### src/sv/scf_pkg.sv
`timescale 1ns / 1ps
`default_nettype none

package scf_pkg;

   // Command codes carried in the op field.
   localparam logic [2:0] OP_TARGET       = 3'd0;
   localparam logic [2:0] OP_SPEED        = 3'd1;
   localparam logic [2:0] OP_ACCEL        = 3'd2;
   localparam logic [2:0] OP_PWM          = 3'd3;
   localparam logic [2:0] OP_GET_POSITION = 3'd4;
   localparam logic [2:0] OP_GET_MOVING   = 3'd5;
   localparam logic [2:0] OP_GET_ERRORS   = 3'd6;
   localparam logic [2:0] OP_HOME         = 3'd7;

   // Protocol modes.
   localparam logic [1:0] MODE_COMPACT   = 2'd0;
   localparam logic [1:0] MODE_ADDRESSED = 2'd1;

   // Error codes of a result.
   localparam logic [1:0] ERR_OK    = 2'd0;
   localparam logic [1:0] ERR_MODE  = 2'd1;
   localparam logic [1:0] ERR_MODEL = 2'd2;

   // Configuration register indexes.
   localparam logic [1:0] CSR_PROTOCOL_MODE = 2'd0;
   localparam logic [1:0] CSR_DEVICE_NUMBER = 2'd1;
   localparam logic [1:0] CSR_SMALL_MODEL   = 2'd2;

   localparam logic [7:0] SYNC_BYTE           = 8'hAA;
   localparam logic [6:0] DEVICE_NUMBER_RESET = 7'd12;
   localparam int         MAX_FRAME_BYTES     = 7;
   localparam int         QUEUE_DEPTH         = 2;

   typedef struct packed {
      logic [2:0]  op;
      logic [6:0]  channel;
      logic [13:0] value;
      logic [13:0] pwm_period;
   } req_type;

   typedef struct packed {
      logic [7:0] frame_byte;
      logic       last;
      logic [1:0] error_code;
   } rsp_type;

   // One classified command: its frame bytes in send order (entry 0 first),
   // the index of the final byte, and the error code.
   typedef struct packed {
      logic [MAX_FRAME_BYTES-1:0][7:0] bytes;
      logic [2:0]                      last_idx;
      logic [1:0]                      err;
   } frame_type;

   function automatic logic [7:0] cmd_code(input logic [2:0] op);
      logic [7:0] code;
      unique case (op)
         OP_TARGET:       code = 8'h84;
         OP_SPEED:        code = 8'h87;
         OP_ACCEL:        code = 8'h89;
         OP_PWM:          code = 8'h8A;
         OP_GET_POSITION: code = 8'h90;
         OP_GET_MOVING:   code = 8'h93;
         OP_GET_ERRORS:   code = 8'hA1;
         OP_HOME:         code = 8'hA2;
         default:         code = 8'h00;
      endcase
      return code;
   endfunction

endpackage

`default_nettype wire

### src/sv/servo_command_framer_core.sv
`timescale 1ns / 1ps
`default_nettype none

// Servo command framer: turns one servo controller command into its serial frame.
// Input channel: an item (op, channel, value, pwm_period) is taken at a rising edge
// where start is high and busy is low. busy rises only when the frame queue is full.
// Result channel: each frame byte is shown for exactly one cycle with rsp_strobe high,
// together with last (final byte of the frame) and error_code. The receiver cannot
// stall; bytes leave at one per cycle with no gaps inside a frame.
// Configuration: csr_valid/csr_index/csr_wdata write protocol_mode (0), device_number
// (1) or small_model (2); csr_ready is always high. Write only while the block is idle.
// Path: an accepted item's frame is written into the queue, then loaded into the serializer,
// which puts its first byte on the result ports; it waits while an earlier frame is sent.
// Throughput: one result byte per cycle from the single output port; a frame has one
// to seven bytes (addressed PWM is the longest).
// Items are taken every cycle while the queue has room, so short commands can arrive
// back to back and long frames are absorbed by the queue.
// Reset: clears the queue and the serializer and returns the registers to compact
// mode, device number 12, full model.
module servo_command_framer_core
   import scf_pkg::*;
#(
   parameter int QueueDepth = QUEUE_DEPTH
) (
   input  wire logic       clock,
   input  wire logic       reset,
   input  wire logic       start,
   output logic            busy,
   input  wire req_type    req_data,
   output logic            rsp_strobe,
   output rsp_type         rsp_data,
   input  wire logic       csr_valid,
   output logic            csr_ready,
   input  wire logic [1:0] csr_index,
   input  wire logic [6:0] csr_wdata
);

   frame_type front_frame;
   frame_type q_data;
   logic      q_full;
   logic      q_valid;
   logic      q_pop;
   logic      accept;

   // Registers take a write in any cycle.
   assign csr_ready = 1'b1;

   assign busy   = q_full;
   assign accept = start && !q_full;

   // The front holds the configuration and builds a complete frame for each item.
   scf_front u_front (
      .clock     (clock),
      .reset     (reset),
      .csr_write (csr_valid && csr_ready),
      .csr_index (csr_index),
      .csr_wdata (csr_wdata),
      .req_data  (req_data),
      .frame     (front_frame)
   );

   // The queue decouples command intake from byte output.
   scf_queue #(
      .Depth (QueueDepth)
   ) u_queue (
      .clock     (clock),
      .reset     (reset),
      .push      (accept),
      .push_data (front_frame),
      .full      (q_full),
      .pop       (q_pop),
      .pop_valid (q_valid),
      .pop_data  (q_data)
   );

   // The back shifts each frame out one byte per cycle.
   scf_back u_back (
      .clock      (clock),
      .reset      (reset),
      .q_valid    (q_valid),
      .q_data     (q_data),
      .q_pop      (q_pop),
      .rsp_strobe (rsp_strobe),
      .rsp_data   (rsp_data)
   );

endmodule

`default_nettype wire

### src/sv/scf_front.sv
`timescale 1ns / 1ps
`default_nettype none

module scf_front
   import scf_pkg::*;
(
   input  wire logic       clock,
   input  wire logic       reset,
   input  wire logic       csr_write,
   input  wire logic [1:0] csr_index,
   input  wire logic [6:0] csr_wdata,
   input  wire req_type    req_data,
   output frame_type       frame
);

   logic [1:0] protocol_mode_ff, protocol_mode_in;
   logic [6:0] device_number_ff, device_number_in;
   logic       small_model_ff,   small_model_in;

   always_comb begin
      protocol_mode_in = protocol_mode_ff;
      device_number_in = device_number_ff;
      small_model_in   = small_model_ff;
      if (csr_write) begin
         unique case (csr_index)
            CSR_PROTOCOL_MODE: protocol_mode_in = csr_wdata[1:0];
            CSR_DEVICE_NUMBER: device_number_in = csr_wdata;
            CSR_SMALL_MODEL:   small_model_in   = csr_wdata[0];
            default: begin
            end
         endcase
      end
   end

   always_ff @(posedge clock) begin
      if (reset) begin
         protocol_mode_ff <= MODE_COMPACT;
         device_number_ff <= DEVICE_NUMBER_RESET;
         small_model_ff   <= 1'b0;
      end else begin
         protocol_mode_ff <= protocol_mode_in;
         device_number_ff <= device_number_in;
         small_model_ff   <= small_model_in;
      end
   end

   // Build the whole frame at once; bytes are appended in send order.
   always_comb begin
      logic [2:0] n;
      logic [7:0] code;
      logic       has_channel;
      logic       has_value;
      logic       is_pwm;
      frame       = '0;
      n           = 3'd0;
      code        = cmd_code(req_data.op);
      is_pwm      = (req_data.op == OP_PWM);
      has_channel = (req_data.op == OP_TARGET) || (req_data.op == OP_SPEED) ||
                    (req_data.op == OP_ACCEL)  || (req_data.op == OP_GET_POSITION);
      has_value   = has_channel && (req_data.op != OP_GET_POSITION) || is_pwm;
      priority if (small_model_ff && (is_pwm || req_data.op == OP_GET_MOVING)) begin
         frame.err = ERR_MODEL;
      end else if (protocol_mode_ff != MODE_COMPACT &&
                   protocol_mode_ff != MODE_ADDRESSED) begin
         frame.err = ERR_MODE;
      end else begin
         if (protocol_mode_ff == MODE_COMPACT) begin
            frame.bytes[n] = code;
            n = n + 3'd1;
         end else begin
            frame.bytes[n] = SYNC_BYTE;
            n = n + 3'd1;
            frame.bytes[n] = {1'b0, device_number_ff};
            n = n + 3'd1;
            frame.bytes[n] = {1'b0, code[6:0]};
            n = n + 3'd1;
         end
         if (has_channel) begin
            frame.bytes[n] = {1'b0, req_data.channel};
            n = n + 3'd1;
         end
         if (has_value) begin
            frame.bytes[n] = {1'b0, req_data.value[6:0]};
            n = n + 3'd1;
            frame.bytes[n] = {1'b0, req_data.value[13:7]};
            n = n + 3'd1;
         end
         if (is_pwm) begin
            frame.bytes[n] = {1'b0, req_data.pwm_period[6:0]};
            n = n + 3'd1;
            frame.bytes[n] = {1'b0, req_data.pwm_period[13:7]};
            n = n + 3'd1;
         end
         frame.last_idx = n - 3'd1;
         frame.err      = ERR_OK;
      end
   end

endmodule

`default_nettype wire

### src/sv/scf_queue.sv
`timescale 1ns / 1ps
`default_nettype none

module scf_queue
   import scf_pkg::*;
#(
   parameter int Depth = QUEUE_DEPTH
) (
   input  wire logic      clock,
   input  wire logic      reset,
   input  wire logic      push,
   input  wire frame_type push_data,
   output logic           full,
   input  wire logic      pop,
   output logic           pop_valid,
   output frame_type      pop_data
);

   localparam int PtrW = $clog2(Depth);
   localparam int CntW = $clog2(Depth + 1);

   frame_type           mem_ff [Depth];
   logic [PtrW-1:0]     wr_ptr_ff, wr_ptr_in;
   logic [PtrW-1:0]     rd_ptr_ff, rd_ptr_in;
   logic [CntW-1:0]     count_ff,  count_in;

   assign full      = (count_ff == CntW'(Depth));
   assign pop_valid = (count_ff != '0);
   assign pop_data  = mem_ff[rd_ptr_ff];

   always_comb begin
      wr_ptr_in = wr_ptr_ff;
      rd_ptr_in = rd_ptr_ff;
      count_in  = count_ff;
      if (push) begin
         wr_ptr_in = (wr_ptr_ff == PtrW'(Depth - 1)) ? '0 : wr_ptr_ff + 1'b1;
      end
      if (pop) begin
         rd_ptr_in = (rd_ptr_ff == PtrW'(Depth - 1)) ? '0 : rd_ptr_ff + 1'b1;
      end
      if (push && !pop) begin
         count_in = count_ff + 1'b1;
      end else if (pop && !push) begin
         count_in = count_ff - 1'b1;
      end
   end

   always_ff @(posedge clock) begin
      if (reset) begin
         wr_ptr_ff <= '0;
         rd_ptr_ff <= '0;
         count_ff  <= '0;
      end else begin
         wr_ptr_ff <= wr_ptr_in;
         rd_ptr_ff <= rd_ptr_in;
         count_ff  <= count_in;
      end
   end

   always_ff @(posedge clock) begin
      if (push) begin
         mem_ff[wr_ptr_ff] <= push_data;
      end
   end

   a_count_bound: assert property (@(posedge clock) disable iff (reset)
      count_ff <= CntW'(Depth))
      else $error("queue count beyond depth");

   a_no_overflow: assert property (@(posedge clock) disable iff (reset)
      !(push && full))
      else $error("push into a full queue");

   a_no_underflow: assert property (@(posedge clock) disable iff (reset)
      pop |-> pop_valid)
      else $error("pop from an empty queue");

endmodule

`default_nettype wire

### src/sv/scf_back.sv
`timescale 1ns / 1ps
`default_nettype none

module scf_back
   import scf_pkg::*;
(
   input  wire logic      clock,
   input  wire logic      reset,
   input  wire logic      q_valid,
   input  wire frame_type q_data,
   output logic           q_pop,
   output logic           rsp_strobe,
   output rsp_type        rsp_data
);

   frame_type  cur_ff,    cur_in;
   logic [2:0] remain_ff, remain_in;
   logic       active_ff, active_in;
   logic       free;

   // The serializer can take the next frame when it is empty or sending its final byte.
   assign free  = !active_ff || (remain_ff == 3'd0);
   assign q_pop = q_valid && free;

   always_comb begin
      cur_in    = cur_ff;
      remain_in = remain_ff;
      active_in = active_ff;
      if (active_ff) begin
         cur_in.bytes = {8'h00, cur_ff.bytes[MAX_FRAME_BYTES-1:1]};
         remain_in    = remain_ff - 3'd1;
         if (remain_ff == 3'd0) begin
            active_in = 1'b0;
         end
      end
      if (q_pop) begin
         cur_in    = q_data;
         remain_in = q_data.last_idx;
         active_in = 1'b1;
      end
   end

   always_ff @(posedge clock) begin
      if (reset) begin
         active_ff <= 1'b0;
      end else begin
         active_ff <= active_in;
      end
   end

   always_ff @(posedge clock) begin
      cur_ff    <= cur_in;
      remain_ff <= remain_in;
   end

   assign rsp_strobe          = active_ff;
   assign rsp_data.frame_byte = cur_ff.bytes[0];
   assign rsp_data.last       = (remain_ff == 3'd0);
   assign rsp_data.error_code = cur_ff.err;

   a_error_single: assert property (@(posedge clock) disable iff (reset)
      rsp_strobe && rsp_data.error_code != ERR_OK |->
         rsp_data.last && rsp_data.frame_byte == 8'h00)
      else $error("error result is not a single zero byte");

   a_frame_gapless: assert property (@(posedge clock) disable iff (reset)
      rsp_strobe && !rsp_data.last |=> rsp_strobe)
      else $error("gap inside a frame");

   a_pop_when_free: assert property (@(posedge clock) disable iff (reset)
      q_valid && !active_ff |-> q_pop)
      else $error("idle serializer left a frame waiting");

endmodule

`default_nettype wire
### config.mk
export PLATFORM = sky130hd
export DESIGN_NAME = servo_command_framer_core
export DESIGN_NICKNAME = d
export VERILOG_FILES = /design/src/sv/scf_pkg.sv /design/src/sv/servo_command_framer_core.sv /design/src/sv/scf_front.sv /design/src/sv/scf_queue.sv /design/src/sv/scf_back.sv
export SDC_FILE = /design/constraint.sdc
export NUM_CORES = 1
export LEC_CHECK = 0
export BUFFER_PORTS_ARGS = -buffer_cell sky130_fd_sc_hd__buf_2
export CORE_ASPECT_RATIO = 0.5
export CORE_MARGIN = 2
export CORE_UTILIZATION = 66
export CTS_CLUSTER_DIAMETER = 200
export CTS_CLUSTER_SIZE = 20
export DETAILED_ROUTE_END_ITERATION = 6
export PLACE_DENSITY = 0.86
export SYNTH_ARGS = -nofsm -noshare
export SYNTH_HDL_FRONTEND = slang
export SYNTH_SLANG_ARGS = --single-unit
### constraint.sdc
create_clock -name clock -period 10.95 [get_ports clock]
set_clock_uncertainty 0.2 [all_clocks]
set_input_delay 0.5475 -clock clock [delete_from_list [all_inputs] [get_ports clock]]
set_output_delay 0.5475 -clock clock [all_outputs]
set_load 0.03 [all_outputs]
After elaboration in Yosys (flattened, before gate mapping)
Memories as Yosys holds them, arrays and structs flattened. A register that Yosys moved wholly into a read port is not among the register bits. Cells that the tools add are included. W data, S select, Z words.

Register bits: 79. Bits in latches: 0. RAM bits: 122. Memory bits (read-only): 48. Input port bits: 51. Output and inout port bits: 14. Word-level logic and storage cells: 142. Memories: 2.

Add/sub/neg operators: 11. Multiply operators: 0. Divide/modulo/power cells: 0. $lt $le $gt $ge: 10. Equal/unequal tests: 10. Shift-type cells: 0. Mux-type cells: 59. Bitwise gates (word level): 0. Reduce and logical (&&, ||, !) cells: 33.

Memory list: u_queue.mem_ff (words 2, width 61, read ports 1, clocked after memory_dff 1, wr ports 1, line scf_queue.sv:22) `frame_type mem_ff [Depth];`; (name not given) (words 8, width 6, read ports 1, clocked after memory_dff 0, wr ports 0, line scf_pkg.sv:58) `unique case (op)`.

Operator list (number): $mux W56 (8); $bwmux W56 (5); $demux W8 S3 (5); $mux W59 (2); $mux W8 (8); $mux W61 (1); $mux W3 (13); $mux W16 (2); $lt A3 B4 Y1 const B (5); $add A3 B1 Y3 const B (5); $ge A3 B1 Y1 const B (5); $mux W15 (1); $logic_and A1 B1 Y1 (12); $mux W1 (10); $mux W2 (4); $reduce_bool A2 Y1 (4); $eq A3 B2 Y1 const B (2); $eq A3 B3 Y1 const B (2); $logic_not A3 Y1 (2); $logic_or A1 B1 Y1 (6); $reduce_and A2 Y1 (3); $sub A3 B1 Y3 const B (2); $eq A2 B2 Y1 const B (2); $logic_not A1 Y1 (4); 8 further kinds (10).

Logic depth before layout (Yosys ltp)
Gate-level depths: netlist of run 1.

Depth in word-level cells: 22. Gate-level depth with buffers: 18.

By module
From an unflattened synthesis of run 1, not the netlist that was laid out.

Cell total of the unflattened synthesis: 817. Area, all modules: 10555.1 um^2.

By module, submodules not included: scf_queue (instances 1, cells an instance 212, area an instance 4633.2 um^2); scf_front (instances 1, cells an instance 451, area an instance 2976.6 um^2); scf_back (instances 1, cells an instance 151, area an instance 2920.3 um^2); servo_command_framer_core (instances 1, cells an instance 3, area an instance 25.0 um^2).

Worst setup path before layout of run 1
Ideal clock, no wire load.

Path kind: input -> register. From: input port req_data[36] (netlist name). To: memory u_queue.mem_ff[0][21] (netlist name) (data pin). Setup time: 0.290 ns. Data arrival time: 4.411 ns. Required time: 10.460 ns. Path slack: 6.049 ns. Cell stages on the path: 16. Buffers on the path: 4. Cell sequence: inv_1 -> ha_1 -> o21ba_2 -> or2_2 -> clkbuf_1 -> clkbuf_1 -> ha_1 -> clkbuf_1 -> xnor2_1 -> ha_1 -> clkbuf_1 -> nor3_1 -> nand2_1 -> mux2_2 -> o21ai_0 -> o221ai_1.

RTL lines: start, declared (line servo_command_framer_core.sv:29) `input wire req_type req_data,`; end, declared (line scf_queue.sv:22).

==> results of run 1 <==
[metrics by stage]
| step | setup WS (ns) | area, um2 | hold WS [ns] |
|---|---|---|---|
| after CTS | 5.97 | 10200 | 0.164 |
| final | 5.84 | 10200 | 0.162 |
| after floorplan | 6.05 | 9320 | 0.235 |
| after global placement | 5.69 | 9670 | 0.247 |
| after detailed placement | 5.58 | 9670 | 0.251 |
| after global routing | 5.50 | 10200 | 0.163 |
[logic make-up after synthesis]
logic type,after synthesis
simple gates,256
compound gates,241
other cells,1
flops,181
mux,62
fa+ha+maj,16
buf+inv,91
xor+xnor,9
[worst max-delay path, cell delays in order]
cell,delay [ns]
buf_2,0.15
inv_1,0.11
ha_1,0.29
o21ba_2,0.29
or2_2,0.47
ha_1,0.52
xnor2_1,0.31
ha_1,0.40
nor3_1,0.59
nand2_1,0.15
mux2_2,0.28
o21ai_0,0.56
o221ai_1,0.34
[flip-flops by register name (all words and copies together), names as in the netlist, named ones only]
| register | cells |
|---|---|
| u_queue.wr_ptr_ff | 1 |
| u_front.small_model_ff | 1 |
| u_queue.rd_ptr_ff | 1 |
| u_front.device_number_ff | 7 |
| u_queue.mem_ff | 110 |
| u_front.protocol_mode_ff | 2 |
| u_back.rsp_data | 10 |
| u_back.cur_ff | 42 |
| u_back.remain_ff | 3 |
| u_back.rsp_strobe | 1 |
| u_queue.count_ff | 2 |
[Yosys cell counts, drive strengths merged (5+ instances only)]
cell type | instances | area [um2]
nand2 | 117 | 439
nor2b | 7 | 43.8
nand3 | 17 | 85.1
a22o | 8 | 70.1
o221a | 7 | 78.8
a31oi | 13 | 87.6
clkbuf | 48 | 180
a21oi | 51 | 255
ha | 16 | 200
inv | 23 | 86.3
dfxtp | 16 | 320
buf | 19 | 123
a22oi | 8 | 60.1
o221ai | 22 | 193
nor3 | 17 | 90.1
a221o | 7 | 70.1
o311ai | 6 | 52.6
a21o | 6 | 45.0
a211oi | 6 | 45.0
xor2 | 5 | 43.8
nor4 | 5 | 31.3
o21ai | 82 | 410
o22ai | 10 | 62.6
mux2i | 58 | 581
nor2 | 52 | 195
edfxtp | 165 | 4950
or3 | 6 | 37.5
and2 | 12 | 77.6
[metal layers]
layer	routed length [um]	vias up
li1	-	3270
met1	11500	3496
met2	12200	620
met3	4170	78
met4	575	2
met5	13	-
[power by group]
group | internal [mW] | leakage [nW] | switching, mW | total, mW
sequential | 1.05 | 1.74 | 0.0718 | 1.12
clock | 0.307 | 0.280 | 0.310 | 0.616
combinational | 0.228 | 1.73 | 0.552 | 0.780
[worst max-delay path by stage]
stage,startpoint,to,depth (start not counted)
after floorplan,req_data[36],u_queue.mem_ff[0][21],16
after global placement,req_data[36],u_queue.mem_ff[0][7],12
after detailed placement,req_data[36],u_queue.mem_ff[0][26],13
after CTS,req_data[36],u_queue.mem_ff[1][26],13
after global routing,req_data[36],u_queue.mem_ff[1][26],13
final,req_data[36],u_queue.mem_ff[1][21],13
[final cells by class]
cell class | instances | area share
clock buffers | 18 | 0.0419
inverters | 24 | 0.00879
multi-input cells | 585 | 0.359
flip-flops and latches | 181 | 0.515
well taps | 192 | 0.0234
repair buffers | 72 | 0.0374
clock inverters | 14 | 0.0150
==> metrics.yaml, run 1 <==
logic_synthesis:
  async_reset_ff_frac: 0
  postSynthNetCount: 924
  synth_xor_area_frac: 0.00846
  synth_fa_ha_area_frac: 0.0215
  syn_area_um2: 9320
  syn_inst: 857
  muxShareOfSynthArea: 0.0671
  yosysWarnings: 0
  syn-mean-instance-area_um2: 10.9
  yosys.area_share.simple: 0.126
  ys_types: 63
  synth_top_family_by_area: "compound AO/OA/AOI/OAI gates"
  synth_edf_count: 165
  synth-seq-cells: 181
  synthFlopType: "edfxtp_1"
  yosysSeqAreaShare: 0.566
  synth_compound_gate_area_share: 0.169
worst_setup_path:
  rr_worst_depth: 9
  r2r_start: "u_front.protocol_mode_ff[1]"
  critical_path_class: "in2reg"
  start_kind: "primary input"
  end_kind: "register"
  reg2reg_to: "u_queue.mem_ff[1][29]"
  cp.arrival_ns: 5.02
  crit_fanout: 21
  rrSetupSlack_ns: 6.31
  worst_ep_required_time_ns: 10.86
worst_hold_path:
  hold_path.startpoint: "csr_wdata[1]"
  hold_depth: 3
  hold_path_class: "in2reg"
  hold_path_end: "u_front.device_number_ff[1]"
die:
  core.rowCount: 30
  start_util: 0.682
  dieArea_um2: 15100
  ios: 65
  fp.dieW_um: 172
  fp.dieH_um: 88.0
  coreArea_um2: 13700
global_routing:
  use_met2: 0.586
  busiest_layer: "met2"
  grt_util_met3: 0.128
  grt_start_max_net_pins: 101
  gr-usage-met1: 0.564
  antenna_found_initial: 1
  gr-total-overflow: 0
  grt_pass1_wl_mm: 42.0
  grt_pass1_vias: 6806
  grt_usage: 0.392
timing:
  setup_viol: 0
  maxSlewHeadroom: 0.313
  period_minus_slack_ns: 5.11
  tns_ns: 0
  slew_violations: 0
  fin_crit_sh: 0.466
  finalHoldViolations: 0
  worst_slew_pin_slew_ns: 1.03
  fmax_mhz: 196
  rsz0062_at_grt: "false"
layout:
  multiInputGateArea_um2: 3680
  num-fill-cells: 877
  mostFrequentLayoutCells: "edfxtp_1 (165), nand2_1 (117), o21ai_0 (80), buf_2 (63), mux2i_1 (58)"
  final_common_cell: "edfxtp_1"
  drive_gt1_frac: 0.143
  diodes: 0
  area_delta_synth_final_pct: 9.93
  final_cells: 1086
  nets: 948
  regArea_um2: 5280
  fin_util: 0.750
route:
  drc_errors: 0
  routed_wl_mm: 28.5
  via_per_inst: 6.87
  drt_iter0_drc: 1316
  vias: 7466
  ant_nets: 0
  drt-pass1-iter-count: 6
  avgRoutedWirePerCell_um: 26.2
cts:
  post_cts_resized: 0
  cts_tree: "yes"
  cts_hold_buf: 0
  cts_setup_buffers: 0
  tritoncts_num_sinks: 181
  clock_latency_ns: 0.43
  htreeDepth: 4
  cts-buffers-inserted: 17
  path_clk_slew_ns: 0.08
  clockBufferDepth: 2
  clockRootBuffer: "clkbuf_16"
place:
  gp_routability_congestion: 1.03
  dpl.cell_count: 1054
  dp.final_hpwl_mm: 19.4
  io_buffers: 63
run:
  cap_violations: 0
power:
  ir_worst_vdd_mv: 0.445
  power_mw: 2.52
  p_leak_nw: 3.74
  power_per_cell_area_nw_per_um2: 245
status:
  status: "finished, final reports clean"
(Power assumes the default switching activity.)
==> run 2, diff against run 1 <==
--- a/config.mk
+++ b/config.mk
@@ -8,11 +8,11 @@
 export BUFFER_PORTS_ARGS = -buffer_cell sky130_fd_sc_hd__buf_2
 export CORE_ASPECT_RATIO = 0.5
 export CORE_MARGIN = 2
-export CORE_UTILIZATION = 66
+export CORE_UTILIZATION = 61
 export CTS_CLUSTER_DIAMETER = 200
 export CTS_CLUSTER_SIZE = 20
 export DETAILED_ROUTE_END_ITERATION = 6
-export PLACE_DENSITY = 0.86
+export PLACE_DENSITY = 0.8
 export SYNTH_ARGS = -nofsm -noshare
 export SYNTH_HDL_FRONTEND = slang
 export SYNTH_SLANG_ARGS = --single-unit
==> constraint.sdc (replaced) <==
create_clock -name clock -period 4.7 [get_ports clock]
set_clock_uncertainty 0.2 [all_clocks]
set_input_delay 0.235 -clock clock [delete_from_list [all_inputs] [get_ports clock]]
set_output_delay 0.235 -clock clock [all_outputs]
set_load 0.03 [all_outputs]
==> metrics.yaml, run 2 (synthesis results as in run 1) <==
status:
  status: "finished, final reports clean"
worst_hold_path:
  hold_path_end: "u_front.protocol_mode_ff[1]"
  hold_depth: 4  # +1
  hold_path_class: "in2reg"
  hold_path.startpoint: "csr_index[0]"
layout:
  mostFrequentLayoutCells: "edfxtp_1 (165), nand2_1 (117), o21ai_0 (80), buf_2 (63), mux2i_1 (58)"
  nets: 988  # +4.2%
  diodes: 0  # unchanged
  final_cells: 1132  # +4.2%
  area_delta_synth_final_pct: 13.6
  fin_area_um2: 10600  # +3.3%
  final_common_cell: "edfxtp_1"
  drive_gt1_frac: 0.165  # +0.0217
  fin_util: 0.720  # -0.0298
  largest_register: "u_queue.mem_ff"
  largest_register_ff_count: 110  # unchanged
power:
  power_per_cell_area_nw_per_um2: 547  # +120%
  ir_worst_vdd_mv: 0.639  # +44%
  p_leak_nw: 3.94  # +5.4%
  power_mw: 5.79  # +130%
cts:
  post_cts_resized: 0  # unchanged
  cts-buffers-inserted: 17  # unchanged
  path_clk_slew_ns: 0.07  # about the same
  htreeDepth: 4  # unchanged
  cts_hold_buf: 13  # +13
  cts_setup_buffers: 0  # unchanged
  clockBufferDepth: 2  # unchanged
  clockRootBuffer: "clkbuf_16"
  tritoncts_num_sinks: 181  # unchanged
  cts_tree: "yes"
  clock_latency_ns: 0.43  # about the same
route:
  met3_length_mm: 3.20  # -23%
  wl_met2_mm: 11.9  # -3.1%
  drc_errors: 0  # unchanged
  vias: 7423  # -0.58%
  wl_met1_mm: 12.3  # +7.0%
  ant_nets: 0  # unchanged
  via_per_inst: 6.56  # -4.6%
  avgRoutedWirePerCell_um: 24.6  # -6.2%
  drt-pass1-iter-count: 6  # unchanged
  routed_wl_mm: 27.8  # -2.2%
  drt_iter0_drc: 1209  # -8.1%
  top_layer: "met4"
timing:
  fmax_mhz: 247
  tns_ns: 0  # unchanged
  fin_ws_ns: 0.656  # -5.19 ns
  finalHoldViolations: 0  # unchanged
  period_minus_slack_ns: 4.04
  fin_crit_sh: 0.860
  maxSlewHeadroom: 0.319  # +0.00630
  worst_slew_pin_slew_ns: 1.02  # -0.00945 ns
  setup_viol: 0  # unchanged
  rsz0062_at_grt: "false"
  fin_hold_ws_ns: 0.0398  # -0.122 ns
  slew_violations: 0  # unchanged
worst_setup_path:
  r2r_start: "u_front.protocol_mode_ff[1]"
  reg2reg_to: "u_queue.mem_ff[0][7]"
  start_kind: "primary input"
  rr_worst_depth: 8  # -1
  end_kind: "register"
  critical_path_class: "in2reg"
  rrSetupSlack_ns: 0.97  # -5.34 ns
  worst_ep_required_time_ns: 4.64  # -6.22 ns
  crit_fanout: 8  # -62%
  cp.arrival_ns: 3.98  # -1.04 ns
global_routing:
  gr-total-overflow: 0  # unchanged
  grt_usage: 0.351  # -0.0412
  grt_start_max_net_pins: 90  # -11%
  antenna_found_initial: 0  # -1
  grt_pass1_vias: 6857  # +0.75%
  grt_pass1_wl_mm: 41.8  # -0.35%
place:
  place_area_um2: 9890  # +2.3%
  io_buffers: 63  # unchanged
  dp.final_hpwl_mm: 19.1  # -1.8%
  dp_slack_ns: 0.305  # -5.27 ns
  gp_routability_congestion: 1.03  # -0.23%
  dpl.cell_count: 1087  # +3.1%
die:
  fp.dieH_um: 91.4  # +3.8%
  start_util: 0.634  # -0.0481
  ios: 65  # unchanged
  dieArea_um2: 16300  # +7.9%
  core.rowCount: 31  # +3.3%
  fp.dieW_um: 179  # +3.9%
  coreArea_um2: 14700  # +7.6%
run:
  cap_violations: 0  # unchanged
run 2: cell types whose count changed in the layout (fill, tap and decap cells not counted):
| cell | before | now |
|---|---|---|
| clkinv_1 | 1 | 2 |
| clkinv_8 | 3 | 2 |
| clkinv_4 | 2 | 5 |
| buf_4 | 9 | 35 |
| buf_12 | 0 | 1 |
| dlygate4sd3_1 | 0 | 13 |
| inv_8 | 1 | 4 |
| inv_6 | 6 | 1 |
| inv_12 | 1 | 0 |
run 2: worst max path at each step:
stage | start | slack [ns] | cells past startpoint | to
global route | req_data[36] | 0.46 | 15 | u_queue.mem_ff[1][58]
floorplan | req_data[36] | 0.11 | 16 | u_queue.mem_ff[0][21]
CTS | req_data[36] | 0.74 | 12 | u_queue.mem_ff[0][7]
detailed placement | req_data[36] | 0.30 | 12 | u_queue.mem_ff[1][7]
finish | req_data[36] | 0.66 | 12 | u_queue.mem_ff[0][7]
global placement | req_data[36] | 0.39 | 15 | u_queue.mem_ff[1][19]
run 2: where the power goes:
group          internal [mW]  switching (mW)
logic                  0.564            1.27
clock network          0.704           0.668
registers               2.43           0.153
total                   3.70            2.09
run 2: critical path, cell delays in order:
cell and delay [ns]:
buf_2 0.17, inv_1 0.11, ha_1 0.28, o21ba_2 0.28
or2_2 0.30, ha_1 0.33, xnor2_1 0.17, ha_1 0.31
or3b_2 0.57, or4b_1 0.65, a31oi_2 0.37, o21ai_0 0.19
run 2: metal layers:
| metal | global-route usage | up-vias |
|---|---|---|
| met4 | 0.0935 | 0 |
| met3 | 0.0976 | 44 |
| li1 | - | 3348 |
| met1 | 0.523 | 3508 |
| met2 | 0.502 | 523 |
| met5 | 0 | - |
run 2: layout make-up:
cell class	instances	area (um2)
flip-flops and latches	181	5280
fillers	994	4110
multi-input cells	585	3680
repair buffers	112	728
clock buffers	18	429
well taps	198	248
clock inverters	14	141
inverters	24	90.1
==> run 3, diff against run 2 <==
--- a/config.mk
+++ b/config.mk
@@ -5,14 +5,15 @@
 export SDC_FILE = /design/constraint.sdc
 export NUM_CORES = 1
 export LEC_CHECK = 0
+export ABC_CLOCK_PERIOD_IN_PS = 3600
 export BUFFER_PORTS_ARGS = -buffer_cell sky130_fd_sc_hd__buf_2
 export CORE_ASPECT_RATIO = 0.5
 export CORE_MARGIN = 2
-export CORE_UTILIZATION = 61
+export CORE_UTILIZATION = 55
 export CTS_CLUSTER_DIAMETER = 200
 export CTS_CLUSTER_SIZE = 20
 export DETAILED_ROUTE_END_ITERATION = 6
-export PLACE_DENSITY = 0.8
+export PLACE_DENSITY = 0.77
 export SYNTH_ARGS = -nofsm -noshare
 export SYNTH_HDL_FRONTEND = slang
 export SYNTH_SLANG_ARGS = --single-unit
==> constraint.sdc (replaced) <==
create_clock -name clock -period 3.6 [get_ports clock]
set_clock_uncertainty 0.2 [all_clocks]
set_input_delay 0.18 -clock clock [delete_from_list [all_inputs] [get_ports clock]]
set_output_delay 0.18 -clock clock [all_outputs]
set_load 0.03 [all_outputs]
==> metrics.yaml, run 3 (synthesis results as in run 1) <==
timing:
  period_minus_slack_ns: 3.54
  tns_ns: 0  # unchanged
  setup_viol: 0  # unchanged
  fin_crit_sh: 0.985
  finalHoldViolations: 0  # unchanged
  slew_violations: 0  # unchanged
  maxSlewHeadroom: 0.318  # -0.00136
  worst_slew_pin_slew_ns: 1.02  # +0.00204 ns
  fmax_mhz: 282
  rsz0062_at_grt: "false"
die:
  fp.dieW_um: 188  # +5.2%
  core.rowCount: 33  # +6.5%
  ios: 65  # unchanged
  start_util: 0.566  # -0.0683
  coreArea_um2: 16500  # +12%
  dieArea_um2: 18100  # +11%
  fp.dieH_um: 96.1  # +5.1%
global_routing:
  gr-total-overflow: 0  # unchanged
  grt_pass1_wl_mm: 40.5  # -3.3%
  antenna_found_initial: 0  # unchanged
  grt_usage: 0.305  # -0.0457
  grt_pass1_vias: 6935  # +1.1%
  grt_start_max_net_pins: 99  # +10%
worst_setup_path:
  path_buf_inv: 2  # unchanged
  slowest_delay_ns: 0.45  # -0.20 ns
  critical_path.top_delay_family: "simple AND/OR/NAND/NOR gates"
  crit_fanout: 7  # -1
  r2r_start: "u_front.protocol_mode_ff[1]"
  reg2reg_to: "u_queue.mem_ff[1][53]"
  path_cells: "or2_2 > ha_4 > xnor2_4 > ha_1 > buf_4 > nor3_2 > buf_4 > nand3_1 > o221a_2 > nor3_1"
  crit_cells: 10  # -2
  rr_worst_depth: 10  # +2
  end_kind: "register"
  cp.arrival_ns: 3.51  # -0.47 ns
  critical_path_class: "reg2reg"
  crit_top_cell: "buf_4"
  cp_slowest_cell: "nor3_1"
  start_kind: "register"
  worst_ep_required_time_ns: 3.57  # -1.07 ns
  rrSetupSlack_ns: 0.06  # -0.91 ns
layout:
  final_common_cell: "edfxtp_1"
  fin_area_um2: 11000  # +4.1%
  largest_register_ff_count: 110  # unchanged
  num-fill-cells: 1241  # +25%
  final_cells: 1190  # +5.1%
  multiInputGateArea_um2: 3780  # +2.9%
  drive_gt1_frac: 0.197  # +0.0324
  diodes: 0  # unchanged
  nets: 1017  # +2.9%
  fin_util: 0.669  # -0.0514
  mostFrequentLayoutCells: "edfxtp_1 (165), nand2_1 (117), o21ai_0 (73), buf_2 (63), mux2i_1 (58)"
  regArea_um2: 5280  # about the same
  area_delta_synth_final_pct: 18.2
  largest_register: "u_queue.mem_ff"
status:
  status: "finished, final reports clean"
power:
  power_mw: 7.70  # +33%
  p_leak_nw: 4.11  # +4.3%
  ir_worst_vdd_mv: 0.908  # +42%
  power_per_cell_area_nw_per_um2: 699  # +28%
place:
  place_area_um2: 10200  # +3.2%
  gp_routability_congestion: 0.973  # -5.6%
  dpl.cell_count: 1138  # +4.7%
  dp.final_hpwl_mm: 18.7  # -1.7%
  io_buffers: 63  # unchanged
route:
  ant_nets: 0  # unchanged
  routed_wl_mm: 26.8  # -3.7%
  via_per_inst: 6.32  # -3.6%
  vias: 7521  # +1.3%
  drc_errors: 0  # unchanged
  drt_iter0_drc: 1059  # -12%
  drt-pass1-iter-count: 5  # -1
  avgRoutedWirePerCell_um: 22.5  # -8.4%
cts:
  htreeDepth: 4  # unchanged
  tritoncts_num_sinks: 181  # unchanged
  path_clk_slew_ns: 0.08  # about the same
  cts_tree: "yes"
  clockBufferDepth: 2  # unchanged
  cts-buffers-inserted: 17  # unchanged
  clock_latency_ns: 0.44  # about the same
  clockRootBuffer: "clkbuf_16"
worst_hold_path:
  hold_path_end: "u_queue.mem_ff[0][26]"
  hold_path_class: "in2reg"
  hold_depth: 3  # -1
  hold_path.startpoint: "req_data[5]"
run:
  cap_violations: 0  # unchanged
==> run 3: cell types whose count changed in the layout (fill, tap and decap cells not counted), sizes merged <==
cell         change
clkinv           -1
clkbuf           -1
inv              +2
buf             +22
dlygate4sd3      +7
==> run 3: per-stage QoR <==
| stage | setup WS, ns | hold WS, ns |
|---|---|---|
| floorplan | -0.231 | 0.124 |
| global placement | -0.0827 | 0.210 |
| global route | 0.0349 | 0.0354 |
| detailed placement | -0.230 | 0.219 |
| finish | 0.0553 | 0.0333 |
| CTS | 0.152 | 0.00337 |
==> run 3: worst max-delay path by stage <==
stage	slack [ns]	from	endpoint
after floorplan	-0.23	req_data[35]	u_queue.mem_ff[0][10]
after global placement	-0.08	req_data[35]	u_queue.mem_ff[1][53]
after detailed placement	-0.23	req_data[36]	u_queue.mem_ff[0][53]
after CTS	0.15	u_front.protocol_mode_ff[1]	u_queue.mem_ff[1][53]
after global routing	0.03	u_front.protocol_mode_ff[1]	u_queue.mem_ff[1][53]
final	0.06	u_front.protocol_mode_ff[1]	u_queue.mem_ff[1][53]
==> run 3: final cells by class <==
cell class,instances,area share
clock buffer,17,0.0386
clock inverter,15,0.0174
multi-input combinational,585,0.343
inverter,24,0.00851
timing repair buffer,141,0.0874
tap,227,0.0258
sequential,181,0.479
==> run 3: tightest hold or removal path, cell delays in order <==
cell and delay [ns]:
buf_2 0.18, nand2_1 0.08, o221ai_1 0.10
==> run 3: repair_timing <==
item                                    CTS  global route
hold buffers                             20             0
hold endpoints to repair                 20             0
setup buffers                             0             0
endpoints found under the setup margin    0             0
resized for setup                         0             0
==> run 3: report_power, final <==
group / internal, mW / leakage (nW) / switching (mW)
Clock: 0.957 / 0.299 / 0.977
Sequential: 3.18 / 1.74 / 0.266
Combinational: 0.808 / 2.08 / 1.51
Total: 4.94 / 4.11 / 2.76
==> run 3: metal layers <==
metal	vias to the layer above	share of wire	GRT usage
met1	3573	0.45	0.445
met4	0	0.016	0.0794
met5	-	0	0
li1	3401	-	-
met2	499	0.42	0.455
met3	48	0.12	0.0809
